==> config.mk <==
export PLATFORM = sky130hd
export DESIGN_NAME = owas_ctrl
export DESIGN_NICKNAME = d
export VERILOG_FILES = /design/src/design/owas_pkg.sv /design/src/design/owas_ctrl.sv
export SDC_FILE = /design/constraint.sdc
export NUM_CORES = 1
export LEC_CHECK = 0
export BUFFER_PORTS_ARGS = -buffer_cell sky130_fd_sc_hd__buf_2
export CORE_AREA = 2 2 39 41
export CTS_CLUSTER_SIZE = 10
export DETAILED_ROUTE_END_ITERATION = 10
export DIE_AREA = 0 0 41 43
export GPL_TIMING_DRIVEN = 0
export HOLD_SLACK_MARGIN = 0.02
export PLACE_DENSITY = 0.77
export REMOVE_ABC_BUFFERS = 1
export SETUP_SLACK_MARGIN = 0.5
export SYNTH_ARGS = -nofsm -noshare
export SYNTH_HDL_FRONTEND = slang
export SYNTH_SLANG_ARGS = --single-unit
==> constraint.sdc <==
create_clock -name clk -period 1.8 [get_ports clk]
set_input_delay 0.36 -clock clk [delete_from_list [all_inputs] [get_ports clk]]
set_output_delay 0.36 -clock clk [all_outputs]
set_load 0.02 [all_outputs]
==> src/design/owas_pkg.sv <==
`default_nettype none
package owas_pkg;

  localparam int MAX_SPHERES_DEF = 16;
  localparam int ONE_Q16 = 65536;

  // register indexes
  localparam logic [1:0] REG_SPHERE_COUNT = 2'd0;
  localparam logic [1:0] REG_HALF_WIDTH   = 2'd1;
  localparam logic [1:0] REG_HALF_HEIGHT  = 2'd2;
  localparam logic [1:0] REG_HALF_DEPTH   = 2'd3;

  localparam logic [22:0] HALF_RESET = 23'd655360;

  typedef struct packed {
    logic               kind;
    logic [3:0]         slot;
    logic signed [23:0] pos_x;
    logic signed [23:0] pos_y;
    logic signed [23:0] pos_z;
    logic [22:0]        sphere_radius;
  } in_item_t;

  typedef struct packed {
    logic signed [31:0] steer_x;
    logic signed [31:0] steer_y;
    logic signed [31:0] steer_z;
  } out_item_t;

  typedef enum logic [4:0] {
    ST_IDLE, ST_READ, ST_DIFF, ST_SQUARE, ST_SUM, ST_SQRT_GO, ST_SQRT_WAIT,
    ST_CHECK, ST_TDIV_GO, ST_TDIV_WAIT, ST_CUBE1, ST_CUBE2, ST_AXIS_MUL,
    ST_AXIS_GO, ST_AXIS_WAIT, ST_NEXT, ST_WALL_MUL, ST_WALL_SUM, ST_EMIT
  } state_t;

  typedef enum logic [4:0] {
    OP_NONE, OP_LOAD, OP_CAPTURE, OP_READ, OP_DIFF, OP_SQUARE, OP_SUM,
    OP_SQRT_GO, OP_SQRT_TAKE, OP_TDIV_GO, OP_TDIV_TAKE, OP_CUBE1, OP_CUBE2,
    OP_AXIS_MUL, OP_AXIS_GO, OP_AXIS_ACC, OP_NEXT, OP_WALL_MUL, OP_WALL_SUM,
    OP_EMIT
  } op_t;

  typedef struct packed {
    op_t op;
  } cmd_t;

  typedef struct packed {
    logic sqrt_done;
    logic div_done;
    logic skip;
    logic last_sphere;
    logic no_spheres;
    logic axis_last;
  } status_t;

endpackage
`default_nettype wire

==> src/design/owas_ctrl.sv <==
`default_nettype none
module owas_ctrl (
  input  wire logic             clk,
  input  wire logic             rst_n,
  input  wire logic             start,
  input  wire logic             kind,
  input  wire owas_pkg::status_t stat,
  output owas_pkg::cmd_t        cmd,
  output logic                  busy
);

  owas_pkg::state_t state_r, state_nxt;

  // next state
  always_comb begin
    state_nxt = state_r;
    unique case (state_r)
      owas_pkg::ST_IDLE:
        if (start && kind) begin
          state_nxt = stat.no_spheres ? owas_pkg::ST_WALL_MUL : owas_pkg::ST_READ;
        end
      owas_pkg::ST_READ:      state_nxt = owas_pkg::ST_DIFF;
      owas_pkg::ST_DIFF:      state_nxt = owas_pkg::ST_SQUARE;
      owas_pkg::ST_SQUARE:    state_nxt = owas_pkg::ST_SUM;
      owas_pkg::ST_SUM:       state_nxt = owas_pkg::ST_SQRT_GO;
      owas_pkg::ST_SQRT_GO:   state_nxt = owas_pkg::ST_SQRT_WAIT;
      owas_pkg::ST_SQRT_WAIT:
        if (stat.sqrt_done) begin
          state_nxt = owas_pkg::ST_CHECK;
        end
      owas_pkg::ST_CHECK:
        state_nxt = stat.skip ? owas_pkg::ST_NEXT : owas_pkg::ST_TDIV_GO;
      owas_pkg::ST_TDIV_GO:   state_nxt = owas_pkg::ST_TDIV_WAIT;
      owas_pkg::ST_TDIV_WAIT:
        if (stat.div_done) begin
          state_nxt = owas_pkg::ST_CUBE1;
        end
      owas_pkg::ST_CUBE1:     state_nxt = owas_pkg::ST_CUBE2;
      owas_pkg::ST_CUBE2:     state_nxt = owas_pkg::ST_AXIS_MUL;
      owas_pkg::ST_AXIS_MUL:  state_nxt = owas_pkg::ST_AXIS_GO;
      owas_pkg::ST_AXIS_GO:   state_nxt = owas_pkg::ST_AXIS_WAIT;
      owas_pkg::ST_AXIS_WAIT:
        if (stat.div_done) begin
          state_nxt = stat.axis_last ? owas_pkg::ST_NEXT : owas_pkg::ST_AXIS_MUL;
        end
      owas_pkg::ST_NEXT:
        state_nxt = stat.last_sphere ? owas_pkg::ST_WALL_MUL : owas_pkg::ST_READ;
      owas_pkg::ST_WALL_MUL:  state_nxt = owas_pkg::ST_WALL_SUM;
      owas_pkg::ST_WALL_SUM:  state_nxt = owas_pkg::ST_EMIT;
      owas_pkg::ST_EMIT:      state_nxt = owas_pkg::ST_IDLE;
      default:                state_nxt = owas_pkg::ST_IDLE;
    endcase
  end

  // datapath commands
  always_comb begin
    cmd.op = owas_pkg::OP_NONE;
    unique case (state_r)
      owas_pkg::ST_IDLE:
        if (start) begin
          cmd.op = kind ? owas_pkg::OP_CAPTURE : owas_pkg::OP_LOAD;
        end
      owas_pkg::ST_READ:      cmd.op = owas_pkg::OP_READ;
      owas_pkg::ST_DIFF:      cmd.op = owas_pkg::OP_DIFF;
      owas_pkg::ST_SQUARE:    cmd.op = owas_pkg::OP_SQUARE;
      owas_pkg::ST_SUM:       cmd.op = owas_pkg::OP_SUM;
      owas_pkg::ST_SQRT_GO:   cmd.op = owas_pkg::OP_SQRT_GO;
      owas_pkg::ST_SQRT_WAIT:
        if (stat.sqrt_done) begin
          cmd.op = owas_pkg::OP_SQRT_TAKE;
        end
      owas_pkg::ST_CHECK:     cmd.op = owas_pkg::OP_NONE;
      owas_pkg::ST_TDIV_GO:   cmd.op = owas_pkg::OP_TDIV_GO;
      owas_pkg::ST_TDIV_WAIT:
        if (stat.div_done) begin
          cmd.op = owas_pkg::OP_TDIV_TAKE;
        end
      owas_pkg::ST_CUBE1:     cmd.op = owas_pkg::OP_CUBE1;
      owas_pkg::ST_CUBE2:     cmd.op = owas_pkg::OP_CUBE2;
      owas_pkg::ST_AXIS_MUL:  cmd.op = owas_pkg::OP_AXIS_MUL;
      owas_pkg::ST_AXIS_GO:   cmd.op = owas_pkg::OP_AXIS_GO;
      owas_pkg::ST_AXIS_WAIT:
        if (stat.div_done) begin
          cmd.op = owas_pkg::OP_AXIS_ACC;
        end
      owas_pkg::ST_NEXT:      cmd.op = owas_pkg::OP_NEXT;
      owas_pkg::ST_WALL_MUL:  cmd.op = owas_pkg::OP_WALL_MUL;
      owas_pkg::ST_WALL_SUM:  cmd.op = owas_pkg::OP_WALL_SUM;
      owas_pkg::ST_EMIT:      cmd.op = owas_pkg::OP_EMIT;
      default:                cmd.op = owas_pkg::OP_NONE;
    endcase
  end

  always_ff @(posedge clk) begin
    if (!rst_n) begin
      state_r <= owas_pkg::ST_IDLE;
    end else begin
      state_r <= state_nxt;
    end
  end

  assign busy = (state_r != owas_pkg::ST_IDLE);

endmodule
`default_nettype wire

-- After elaboration in Yosys (flattened, before gate mapping)
Cells that the tools add are included.
- mux-type cells: 15
- equal/unequal tests: 22
- reduce and logical (&&, ||, !) cells: 4
- operators by type and width (kind ; count):
    $pmux W5 S18 ; 2
    $eq A5 B4 Y1 const B ; 8
    $mux W5 ; 6
    $eq A5 B3 Y1 const B ; 4
    $eq A5 B5 Y1 const B ; 3
    $mux W4 ; 3
    $eq A5 B2 Y1 const B ; 2
    $ne A2 B2 Y1 const B ; 4
    $mux W2 ; 3
    $eq A5 B1 Y1 const B ; 1
    $logic_not A5 Y1 ; 1
    $reduce_bool A5 Y1 ; 1
    $reduce_and A4 Y1 ; 1
    $mux W3 ; 1
    $logic_and A1 B1 Y1 ; 1
- output and inout bits: 6
- register bits: 5
- logic and storage cells: 42
- bits of input ports: 10

-- Longest topological paths before layout
Gate-level depths: netlist (run 1).
- word-level depth: 3
- depth in mapped cells: 6
- gate-level depth less buffers: 5

-- Worst setup path after synthesis (run 1)
Ideal clock, no wire load.
- path type: register to output
- from: register state_r[1]
- to: output port cmd[3] (netlist bit)
- path slack: 17 ps
- path buffers: 2
- cell stages (with the launch flop): 5
- arrival time: 1423 ps
- data required time: 1440 ps
- cells stage by stage: dfxtp_1 > buf_6 > clkbuf_1 > nand4_1 > a221oi_1
- RTL lines (item ; line ; text):
    start, declared ; owas_ctrl.sv:12 ; owas_pkg::state_t state_r, state_nxt;
    start signal, assigned ; owas_ctrl.sv:96 ; state_r <= owas_pkg::ST_IDLE;
    start signal, assigned ; owas_ctrl.sv:98 ; state_r <= state_nxt;
    end, declared ; owas_ctrl.sv:8 ; output owas_pkg::cmd_t cmd,

==> flow_summary.json, run 1 <==
{
  "synth_simple_gate_area_share": 0.364,
  "cts.sinks": 5,
  "half_perimeter_wire_length_of_the_detailed_placement_result_mm": 1.01,
  "worst_hold_stages": 2,
  "synth.top_cell.area_share": 0.159,
  "grt_setup_unrepaired": "true",
  "switching_power_w": 0.000599,
  "synth_edf_count": 0,
  "leakagePower_nw": 0.375,
  "ctsRootBufferMaster": "clkbuf_4",
  "layout-drive-gt1-share": 0.451,
  "fp.dieArea_um2": 1760,
  "worstReg2RegEnd": "state_r[0]",
  "setup_violations": 1,
  "place_congestion": 0.827,
  "hold_viol_final": 0,
  "finalWirelength_mm": 1.95,
  "largest_register": "state_r",
  "start_util": 0.455,
  "global_route_congestion_overflow_total": 0,
  "final_worst_path_cycle_share": 1.03,
  "clock_power_share": 0.104,
  "clock_slew_at_reported_path_ffs_ns": 0.05,
  "cp.required_ns": 1.44,
  "ys_types": 37,
  "failed_checks": "negative setup slack",
  "yosysMostFrequentCell": "a21oi_1",
  "dpl.cell_count": 110,
  "holdCritPathClass": "in -> reg",
  "vias_per_cell": 6.20,
  "largestRegisters": "state_r x5",
  "design.core.area_um2": 1380,
  "crit_path_end_kind": "output port",
  "clk-insertion-delay-late_ns": 0.26,
  "syn-instance-count": 88,
  "ctsLongestPathBuffers": 2,
  "diodes": 0,
  "yosys.area_share.xor_xnor": 0.0139,
  "std_cell_rows": 14,
  "final_nets": 124,
  "grt_max_degree": 19,
  "regToRegSetupSlack_ns": 0.33,
  "source_of_the_critical_timing_path": "state_r[3]",
  "layout-area-overhead-vs-synth_pct": 39.8,
  "grt_first_pass_wirelength_mm": 3.07,
  "remaining_drc_errors": 0,
  "finClkSkew_ns": 0.00667,
  "length_of_the_first_detailed_routing_pass_in_iterations": 4,
  "synth_top_area_cell": "dfxtp_1",
  "dr_total_vias": 800,
  "chipHeight_um": 43,
  "design.portCount": 16,
  "r2r_start": "state_r[0]",
  "first_global_vias": 710,
  "intPower_w": 0.000735,
  "critical_path.slowest_cell": "or3_4",
  "place.port_buffers": 15,
  "comb_power_share": 0.708,
  "path_max_fanout": 8,
  "timing.critical_path.to": "cmd[1]",
  "worst_ep_arrival_time_ns": 1.49,
  "groute.usage.overall": 0.255,
  "crit_path_cell_trace": "or3_4, nor3_4, a31o_1, buf_6",
  "post_synth_fa_ha_maj_area_fraction": 0,
  "tightest_slew_ns": 0.267,
  "count_of_non_filler_cells_in_the_finished_layout": 129,
  "crit_path_start_kind": "flip-flop",
  "dr.first_iter.drc_count": 27,
  "die_width_um": 41,
  "maxSlewViolCount": 0,
  "cts-htree-levels": 1,
  "netlist_top_cells_count": "a21oi_1, nand2_1, o21ai_0, dfxtp_1, nor3_1",
  "dominantRegCellSynth": "dfxtp_1",
  "seq_power_share": 0.188,
  "synth.area.top_cells": "dfxtp_1, a21oi_1, nand2_1",
  "synth-warning-count": 0,
  "timing.setup.critical_path_class": "reg -> out",
  "vdd_ir_drop_max_uv": 738,
  "routed_wire_length_per_instance_um": 15.1,
  "fmaxAchievable_mhz": 541,
  "drv.max_cap_violation_count": 0,
  "outcome": "complete, but fails checks",
  "dominant_combinational_cell_family_by_area_after_synthesis": "simple AND/OR/NAND/NOR gates",
  "reg2reg_depth": 6,
  "netSwitchingFraction": 0.449,
  "slew_headroom": 0.820,
  "synth.ff_latch_count": 5,
  "ys_async_sr_fraction": 0,
  "synth_seq_area_share": 0.159,
  "drt.antenna.violating_nets": 0,
  "syn-mean-instance-area_um2": 7.15,
  "power.total_w": 0.00133,
  "synth_compound_area_frac": 0.340,
  "synth_area_um2": 629,
  "max_ffs_per_register": 5,
  "multiplexer_share_of_the_synthesized_area": 0,
  "power.density_cell_area_nw_per_um2": 1520,
  "period_minus_slack_ns": 1.85,
  "antenna_violations_before_repair": 0,
  "cts_buffers": 3,
  "critPathMaxStageDelay_ns": 0.41,
  "layout_setup_ws_ns": -0.0492,
  "cts_tree": "built"
}
==> through the flow <==
step / TNS, ns / utilization / hold slack, ns / instance area [um^2] / setup slack, ns
5_1_grt: -0.206 / 0.636 / 0.353 / 880 / -0.130
2_1_floorplan: -0.0641 / - / 0.491 / 563 / -0.0641
4_1_cts: -0.0351 / 0.617 / 0.346 / 853 / -0.0351
3_5_place_dp: -0.561 / 0.476 / 0.623 / 658 / -0.296
3_3_place_gp: -0.566 / 0.476 / 0.627 / 658 / -0.291
6_report: -0.0492 / 0.636 / 0.344 / 880 / -0.0492
==> layer usage <==
layer | GRT usage | share of wire | routed length [um] | vias up
met5 | 0 | 0 | 0 | -
met4 | 0.160 | 0.028 | 55 | 0
met3 | 0.0314 | 0.059 | 115 | 7
met2 | 0.388 | 0.49 | 948 | 35
met1 | 0.322 | 0.43 | 830 | 379
li1 | - | - | - | 379
==> layout make-up <==
type                    count  area (um^2)
clock buffers               4         26.3
fillers                   112          504
inverters                   3         15.0
multi-input cells          71          483
flip-flops and latches      5          119
well taps                  16         20.0
repair buffers             30          216
==> cells in the final DEF (no fill, tap or decap), types with 2 or more instances in the layout <==
cell type and count:
buf_6 5, nor3_1 5, a21oi_1 9, o21ai_0 5, a31oi_1 2, nand2_1 9
nor2_1 4, nand3b_1 2, buf_2 11, o21a_1 2, a211o_1 3, clkbuf_4 3
a221oi_1 2, nor3b_2 2, buf_4 14, nand2b_1 3, inv_1 2, dfxtp_4 5
o22ai_1 2
==> repair_timing <==
item	CTS	global route
pin swaps	4	0
setup endpoints to repair	11	9
buffers inserted	14	1
resized for setup	24	4
hold buffers	0	0
==> power by group through the flow <==
stage / clock, W / combinational (W) / sequential, W
2_1_floorplan: 0 / 0.000483 / 0.000250
3_3_place_gp: 0 / 0.000602 / 0.000288
3_5_place_dp: 0 / 0.000612 / 0.000289
4_1_cts: 0.000138 / 0.000880 / 0.000247
5_1_grt: 0.000148 / 0.00101 / 0.000259
6_report: 0.000139 / 0.000944 / 0.000251
==> worst max-delay path, delay by kind of cell, from the launching register on <==
kind / cells / cell delay (ns)
compound gates: 1 / 0.18
buf+inv: 1 / 0.11
flops: 1 / 0.37
simple gates: 2 / 0.57
==> how the worst min path moves through the flow <==
stage	from	endpoint
2_1_floorplan	rst_n	state_r[1]
3_3_place_gp	rst_n	state_r[1]
3_5_place_dp	rst_n	state_r[1]
4_1_cts	rst_n	state_r[1]
5_1_grt	rst_n	state_r[1]
6_report	rst_n	state_r[1]
==> logic make-up (layout without fill, tap and decap cells) <==
| family | after synthesis | count (layout) |
|---|---|---|
| and+or+nand+nor | 37 | 37 |
| AOI/OAI and AO/OA | 33 | 33 |
| DFF | 5 | 5 |
| buffers and inverters | 12 | 37 |
| xor gates and xnor gates | 1 | 1 |
Note: power is estimated with default switching activity, not from simulation.
==> inputs of run 2 (changes only) <==
--- a/config.mk
+++ b/config.mk
@@ -5,14 +5,16 @@
 export SDC_FILE = /design/constraint.sdc
 export NUM_CORES = 1
 export LEC_CHECK = 0
+export ABC_AREA = 1
 export BUFFER_PORTS_ARGS = -buffer_cell sky130_fd_sc_hd__buf_2
-export CORE_AREA = 2 2 39 41
+export CORE_MARGIN = 2
+export CORE_UTILIZATION = 55
+export CTS_BUF_LIST = sky130_fd_sc_hd__clkbuf_4 sky130_fd_sc_hd__clkbuf_8
 export CTS_CLUSTER_SIZE = 10
 export DETAILED_ROUTE_END_ITERATION = 10
-export DIE_AREA = 0 0 41 43
 export GPL_TIMING_DRIVEN = 0
 export HOLD_SLACK_MARGIN = 0.02
-export PLACE_DENSITY = 0.77
+export PLACE_DENSITY = 0.93
 export REMOVE_ABC_BUFFERS = 1
 export SETUP_SLACK_MARGIN = 0.5
 export SYNTH_ARGS = -nofsm -noshare
==> flow_summary.json, run 2 <==
{
  "synth_area_um2": 719,
  "place.port_buffers": 15,
  "ys_async_sr_fraction": 0,
  "ys_types": 25,
  "synth.area.top_cells": "dfxtp_1, nand2_1, nor2_1",
  "yosysMostFrequentCell": "nand2_1",
  "synth_simple_gate_area_share": 0.590,
  "yosys.area_share.xor_xnor": 0,
  "synth_top_area_cell": "dfxtp_1",
  "outcome": "did not finish",
  "place_congestion": 0.941,
  "syn-mean-instance-area_um2": 6.00,
  "dominantRegCellSynth": "dfxtp_1",
  "failed_stage": "5_1_grt",
  "synth_compound_area_frac": 0.130,
  "worst_endpoint": "cmd[1]",
  "synth.ff_latch_count": 5,
  "dominant_combinational_cell_family_by_area_after_synthesis": "simple AND/OR/NAND/NOR gates",
  "cts_buffers": 3,
  "grt_max_degree": 8,
  "start_util": 0.574,
  "cts-htree-levels": 1,
  "post_synth_fa_ha_maj_area_fraction": 0,
  "chipHeight_um": 40.2,
  "synth_edf_count": 0,
  "synth-warning-count": 0,
  "std_cell_rows": 13,
  "die_width_um": 40.2,
  "timing.worst_endpoint.kind": "top-level output",
  "netlist_top_cells_count": "nand2_1, nor2_1, nand3_1, inv_1, inv_2",
  "cts.sinks": 5,
  "run.stop_error": "[ERROR DPL-0038] Utilization greater than 100%, impossible to legalize",
  "ctsRootBufferMaster": "clkbuf_4",
  "half_perimeter_wire_length_of_the_detailed_placement_result_mm": 1.45,
  "synth_seq_area_share": 0.139,
  "design.portCount": 16,
  "synth.top_cell.area_share": 0.139,
  "syn-instance-count": 120,
  "ctsLongestPathBuffers": 2,
  "multiplexer_share_of_the_synthesized_area": 0
}
-- run 2: changes by cell type after synthesis, moves of 4 or more --
cell | previous run | this run
nand2_1 | 9 | 24
nor2_1 | 4 | 19
nand3_1 | 1 | 13
inv_1 | 3 | 12
inv_2 | 0 | 6
a21oi_1 | 10 | 5
nor2_2 | 0 | 4
o21ai_0 | 6 | 2
-- run 2: kinds of logic after synthesis --
logic type / Yosys count
buffers and inverters: 21
AOI/OAI and AO/OA: 15
DFF: 5
and+or+nand+nor: 79
-- run 2: through the flow --
| step | cell area (um^2) | setup WS (ns) | cells | util | TNS [ns] |
|---|---|---|---|---|---|
| floorplan | 686 | 0.112 | 117 | - | 0 |
| global placement | 779 | -0.110 | 147 | 0.622 | -0.315 |
| detailed placement | 779 | -0.124 | 147 | 0.622 | -0.349 |
| CTS | 1060 | 0.0243 | 170 | 0.850 | 0 |
-- run 2: what timing repair did --
action                                  4_1_cts
pin swaps                                    13
gates resized for setup                      39
buffers inserted                             19
hold buffers                                  0
endpoints found under the setup margin       11
cloned                                        0
==> inputs of run 3 (changes only) <==
==> config.mk (replaced) <==
export PLATFORM = sky130hd
export DESIGN_NAME = owas_ctrl
export DESIGN_NICKNAME = d
export VERILOG_FILES = /design/src/design/owas_pkg.sv /design/src/design/owas_ctrl.sv
export SDC_FILE = /design/constraint.sdc
export NUM_CORES = 1
export LEC_CHECK = 0
export ABC_AREA = 1
export BUFFER_PORTS_ARGS = -buffer_cell sky130_fd_sc_hd__buf_2
export CORE_AREA = 2 2 63 65
export DETAILED_ROUTE_END_ITERATION = 10
export DIE_AREA = 0 0 65 67
export GPL_TIMING_DRIVEN = 0
export PLACE_DENSITY_LB_ADDON = 0.15
export REMOVE_ABC_BUFFERS = 1
export SYNTH_ARGS = -nofsm -noshare
export SYNTH_HDL_FRONTEND = slang
export SYNTH_SLANG_ARGS = --single-unit
==> flow_summary.json, run 3 <==
{
  "crit_path_start_kind": "flip-flop",
  "commonest_non_fill_non_tap_cells_in_the_layout": "nand2_1, nor2_1, inv_1, buf_2, nand3_1",
  "intPower_w": 0.000375,
  "drt.antenna.violating_nets": 0,
  "dominantRegCellSynth": "dfxtp_1",
  "slew_headroom": 0.819,
  "routed_wire_length_per_instance_um": 12.1,
  "setup_violations": 1,
  "final_worst_path_cycle_share": 1.01,
  "cts.sinks": 5,
  "critical_path.slowest_cell": "dfxtp_4",
  "ys_types": 25,
  "ctsRootBufferMaster": "clkbuf_8",
  "fillerInstances": 411,
  "syn-instance-count": 120,
  "worst_hold_stages": 3,
  "ys_async_sr_fraction": 0,
  "start_util": 0.200,
  "first_global_vias": 923,
  "grt_setup_unrepaired": "true",
  "worstReg2RegEnd": "state_r[0]",
  "half_perimeter_wire_length_of_the_detailed_placement_result_mm": 1.76,
  "synth_edf_count": 0,
  "regToRegSetupSlack_ns": 0.36,
  "clock_power_share": 0.357,
  "die_width_um": 65,
  "grt_first_pass_wirelength_mm": 4.17,
  "netlist_top_cells_count": "nand2_1, nor2_1, nand3_1, inv_1, inv_2",
  "dpl.cell_count": 180,
  "largestRegisters": "state_r x5",
  "fmaxAchievable_mhz": 550,
  "timing.critical_path.buf_inv": 2,
  "fp.dieArea_um2": 4360,
  "layout.cells.most_common": "nand2_1",
  "worst_path_dominant_cell_family": "simple AND/OR/NAND/NOR gates",
  "leakagePower_nw": 0.509,
  "largest_register": "state_r",
  "netSwitchingFraction": 0.371,
  "multiplexer_share_of_the_synthesized_area": 0,
  "syn-mean-instance-area_um2": 6.00,
  "std_cell_rows": 22,
  "period_minus_slack_ns": 1.82,
  "switching_power_w": 0.000221,
  "place_congestion": 0.817,
  "hold-path-endpoint": "state_r[1]",
  "drv.max_cap_violation_count": 0,
  "cts_tree": "built",
  "cts_buffers": 3,
  "global_route_congestion_overflow_total": 0,
  "cts-htree-levels": 1,
  "dominant_combinational_cell_family_by_area_after_synthesis": "simple AND/OR/NAND/NOR gates",
  "reg2reg_depth": 9,
  "final_nets": 156,
  "finClkSkew_ns": 0.00168,
  "synth.ff_latch_count": 5,
  "timing.setup.critical_path_class": "reg -> out",
  "length_of_the_first_detailed_routing_pass_in_iterations": 4,
  "synth_seq_area_share": 0.139,
  "synth-warning-count": 0,
  "cp.required_ns": 1.44,
  "dr_total_vias": 872,
  "yosysMostFrequentCell": "nand2_1",
  "max_ffs_per_register": 5,
  "crit_path_end_kind": "output port",
  "diodes": 0,
  "yosys.area_share.xor_xnor": 0,
  "failed_checks": "negative setup slack",
  "design.portCount": 16,
  "synth_top_area_cell": "dfxtp_1",
  "worst_ep_arrival_time_ns": 1.46,
  "post_synth_fa_ha_maj_area_fraction": 0,
  "final_total_negative_setup_slack_ns": -0.0174,
  "grt_max_degree": 9,
  "r2r_start": "state_r[0]",
  "maxSlewViolCount": 0,
  "antenna_violations_before_repair": 0,
  "layout-area-overhead-vs-synth_pct": 46.8,
  "dr.first_iter.drc_count": 38,
  "ctsLongestPathBuffers": 2,
  "clock_slew_at_reported_path_ffs_ns": 0.04,
  "critPathMaxStageDelay_ns": 0.37,
  "power.density_cell_area_nw_per_um2": 565,
  "synth_simple_gate_area_share": 0.590,
  "hold_path.startpoint": "rst_n",
  "tightest_slew_ns": 0.271,
  "design.core.area_um2": 3610,
  "layout-drive-gt1-share": 0.497,
  "clk-insertion-delay-late_ns": 0.22,
  "finalWirelength_mm": 2.34,
  "outcome": "complete, but fails checks",
  "layout_setup_ws_ns": -0.0174,
  "crit_path_cell_trace": "nor2_4, nand2_4, nor2_8, inv_2, o21ai_2, nor2_1, nand2_1, buf_6",
  "synth.top_cell.area_share": 0.139,
  "place.port_buffers": 15,
  "chipHeight_um": 67,
  "vdd_ir_drop_max_uv": 312,
  "vias_per_cell": 4.52,
  "synth_area_um2": 719,
  "comb_power_share": 0.426,
  "hold_viol_final": 0,
  "holdCritPathClass": "in -> reg",
  "synth_compound_area_frac": 0.130,
  "path_max_fanout": 7,
  "count_of_non_filler_cells_in_the_finished_layout": 193,
  "remaining_drc_errors": 0,
  "synth.area.top_cells": "dfxtp_1, nand2_1, nor2_1",
  "seq_power_share": 0.216,
  "groute.usage.overall": 0.122
}
[run 3: what timing repair did]
action	4_1_cts	5_1_grt
hold buffers	0	0
buffers inserted	7	2
resized for setup	31	10
endpoints found under the setup margin	5	5
pin swaps	7	6
[run 3: worst min-delay path: cells and delay by family]
family	cells	cell delay, ns
AO/OA/AOI/OAI	1	0.11
buffers and inverters	2	0.15
[run 3: worst max-delay path by stage]
| stage | start | to | cells after the start |
|---|---|---|---|
| 6_report | state_r[3] | cmd[1] | 8 |
| 4_1_cts | state_r[1] | cmd[2] | 7 |
| 5_1_grt | state_r[3] | cmd[1] | 8 |
| 3_3_place_gp | state_r[4] | cmd[2] | 6 |
| 2_1_floorplan | state_r[1] | cmd[1] | 7 |
| 3_5_place_dp | state_r[1] | cmd[2] | 7 |
[run 3: stage by stage]
step	setup slack [ns]	utilization	hold WS (ns)	area, um^2	power [W]
floorplan	0.112	-	0.542	686	0.000275
global placement	-0.214	0.228	0.640	821	0.000335
detailed placement	-0.190	0.228	0.628	821	0.000330
CTS	-0.00533	0.281	0.440	1010	0.000571
global route	-0.108	0.293	0.465	1060	0.000641
finish	-0.0174	0.293	0.433	1060	0.000596
[run 3: kinds of logic after synthesis]
logic type / after synthesis
compound gates: 15
flops: 5
buf+inv: 21
simple gates: 79
[run 3: layer usage]
| layer | wire length [um] | track usage | vias up |
|---|---|---|---|
| li1 | - | - | 443 |
| met1 | 1030 | 0.154 | 391 |
| met2 | 1150 | 0.211 | 36 |
| met3 | 142 | 0.0203 | 2 |
| met4 | 19 | 0.0399 | 0 |
| met5 | 0 | 0 | - |
[run 3: cell type report]
class,instances,area (um^2),area share
clock buffer,4,45.0,0.0427
multi-input combinational,94,592,0.560
timing repair buffer,24,168,0.159
inverter,18,72.6,0.0687
tap,48,60.1,0.0569
sequential,5,119,0.113
[run 3: power by group through the flow]
| stage | Clock [W] | Sequential (W) | Combinational (W) |
|---|---|---|---|
| finish | 0.000213 | 0.000129 | 0.000254 |
| global route | 0.000228 | 0.000130 | 0.000283 |
| CTS | 0.000214 | 0.000129 | 0.000229 |
| detailed placement | 0 | 0.000136 | 0.000194 |
| global placement | 0 | 0.000137 | 0.000198 |
| floorplan | 0 | 0.000132 | 0.000142 |
==> inputs of run 4 (changes only) <==
--- a/config.mk
+++ b/config.mk
@@ -8,11 +8,13 @@
 export ABC_AREA = 1
 export BUFFER_PORTS_ARGS = -buffer_cell sky130_fd_sc_hd__buf_2
 export CORE_AREA = 2 2 63 65
+export CTS_BUF_LIST = sky130_fd_sc_hd__clkbuf_2 sky130_fd_sc_hd__clkbuf_4 sky130_fd_sc_hd__clkbuf_8
 export DETAILED_ROUTE_END_ITERATION = 10
 export DIE_AREA = 0 0 65 67
 export GPL_TIMING_DRIVEN = 0
 export PLACE_DENSITY_LB_ADDON = 0.15
 export REMOVE_ABC_BUFFERS = 1
+export SETUP_SLACK_MARGIN = 0.4
 export SYNTH_ARGS = -nofsm -noshare
 export SYNTH_HDL_FRONTEND = slang
 export SYNTH_SLANG_ARGS = --single-unit
==> flow_summary.json, run 4 (synthesis gave the netlist of run 3 again) <==
{
  "hold_viol_final": 0,
  "diodes": 0,
  "tightest_slew_ns": 0.250,
  "crit_path_start_kind": "flip-flop",
  "slew_headroom": 0.833,
  "dr_total_vias": 902,
  "critical_path.slowest_cell": "dfxtp_4",
  "path_depth": 7,
  "layout_setup_ws_ns": -0.00857,
  "remaining_drc_errors": 0,
  "worst_ep_arrival_time_ns": 1.45,
  "ctsRootBufferMaster": "clkbuf_8",
  "cts.sinks": 5,
  "power.density_cell_area_nw_per_um2": 559,
  "count_of_non_filler_cells_in_the_finished_layout": 198,
  "worst_hold_stages": 3,
  "setup_violations": 3,
  "fp.dieArea_um2": 4360,
  "ctsLongestPathBuffers": 2,
  "largest_register": "state_r",
  "length_of_the_first_detailed_routing_pass_in_iterations": 4,
  "finalWirelength_mm": 2.41,
  "final_worst_path_cycle_share": 1.00,
  "global_route_congestion_overflow_total": 0,
  "maxSlewViolCount": 0,
  "max_ffs_per_register": 5,
  "largestRegisters": "state_r x5",
  "drt.antenna.violating_nets": 0,
  "drv.max_cap_violation_count": 0,
  "cts-htree-levels": 1,
  "switching_power_w": 0.000229,
  "cts_tree": "built",
  "netSwitchingFraction": 0.357,
  "finClkSkew_ns": 0.00442,
  "holdCritPathClass": "in -> reg",
  "failed_checks": "negative setup slack",
  "fmaxAchievable_mhz": 553,
  "vias_per_cell": 4.56,
  "path_max_fanout": 7,
  "grt_setup_unrepaired": "true",
  "cts_buffers": 3,
  "period_minus_slack_ns": 1.81,
  "start_util": 0.200,
  "layout-area-overhead-vs-synth_pct": 59.3,
  "place_congestion": 0.817,
  "postLayoutCoreUtil": 0.318,
  "crit_top_cell": "nor2_4",
  "critPathMaxStageDelay_ns": 0.45,
  "cts_hold_repair.buffers": 0,
  "grt_max_degree": 8,
  "intPower_w": 0.000412,
  "dr.first_iter.drc_count": 32,
  "vdd_ir_drop_max_uv": 314,
  "layout.cells.most_common": "nand2_1",
  "timing.setup.critical_path_class": "reg -> out",
  "crit_path_cell_trace": "nand2_4, nor2_4, nand2_2, nor2_4, nor2_2, o2111ai_2, buf_6",
  "design.core.area_um2": 3610,
  "timing.critical_path.buf_inv": 1,
  "clk-insertion-delay-late_ns": 0.22,
  "commonest_non_fill_non_tap_cells_in_the_layout": "nand2_1, buf_4, nor2_1, inv_1, nand3_1",
  "groute.usage.overall": 0.124,
  "worst_path_dominant_cell_family": "simple AND/OR/NAND/NOR gates",
  "routed_wire_length_per_instance_um": 12.2,
  "clock_slew_at_reported_path_ffs_ns": 0.04,
  "whs_ns": 0.446,
  "design.portCount": 16,
  "antenna_violations_before_repair": 0,
  "layout-drive-gt1-share": 0.547,
  "grt_first_pass_wirelength_mm": 4.21,
  "comb_power_share": 0.447,
  "outcome": "complete, but fails checks",
  "first_global_vias": 944,
  "dpl.cell_count": 180,
  "leakagePower_nw": 0.542,
  "place.port_buffers": 15,
  "cp.required_ns": 1.44,
  "seq_power_share": 0.202,
  "crit_path_end_kind": "output port",
  "reg2reg_depth": 10,
  "half_perimeter_wire_length_of_the_detailed_placement_result_mm": 1.76,
  "die_width_um": 65,
  "final_nets": 161,
  "chipHeight_um": 67,
  "std_cell_rows": 22,
  "clock_power_share": 0.351
}
[run 4: area by class of cell]
type | count | area (um^2)
clock buffer | 4 | 48.8
fill | 401 | 2460
tap | 48 | 60.1
inverter | 18 | 72.6
timing repair buffer | 29 | 225
sequential | 5 | 119
multi-input combinational | 94 | 621
[run 4: through the flow]
stage	setup TNS [ns]	setup slack, ns	power [W]	cell area, um^2
global route	-0.247	-0.0689	0.000685	1150
floorplan	0	0.112	0.000275	686
finish	-0.0169	-0.00857	0.000641	1150
CTS	-0.00533	-0.00533	0.000621	1080
detailed placement	-0.530	-0.190	0.000330	821
global placement	-0.678	-0.214	0.000335	821
[run 4: metal layers]
layer  part of all wire  routed length, um  global-route usage
met1               0.45               1090               0.151
met2               0.50               1210               0.216
met3              0.040                 96              0.0236
met4             0.0079                 19              0.0426
met5                  0                  0                   0
[run 4: worst min-delay path, stage by stage]
cell	delay (ns)
buf_2	0.07
inv_1	0.09
a21oi_2	0.11
[run 4: final timing paths]
check | endpoint | slack (ns) | startpoint
setup / recovery | cmd[2] | -0.009 | state_r[1]
setup reg to reg | state_r[0] | 0.36 | state_r[1]
hold reg to reg | state_r[1] | 0.55 | state_r[2]
hold / removal | state_r[1] | 0.45 | rst_n
[run 4: power by group through the flow]
stage	clock network, W	logic (W)	registers, W
after detailed placement	0	0.000194	0.000136
after global routing	0.000243	0.000313	0.000130
after CTS	0.000229	0.000263	0.000129
after global placement	0	0.000198	0.000137
after floorplan	0	0.000142	0.000132
final	0.000225	0.000286	0.000129
[run 4: what timing repair did]
action / in CTS / in global routing
buffers inserted: 11 / 3
cloned: 0 / 0
resized for setup: 41 / 13
pin swaps: 8 / 5
endpoints found under the setup margin: 10 / 10
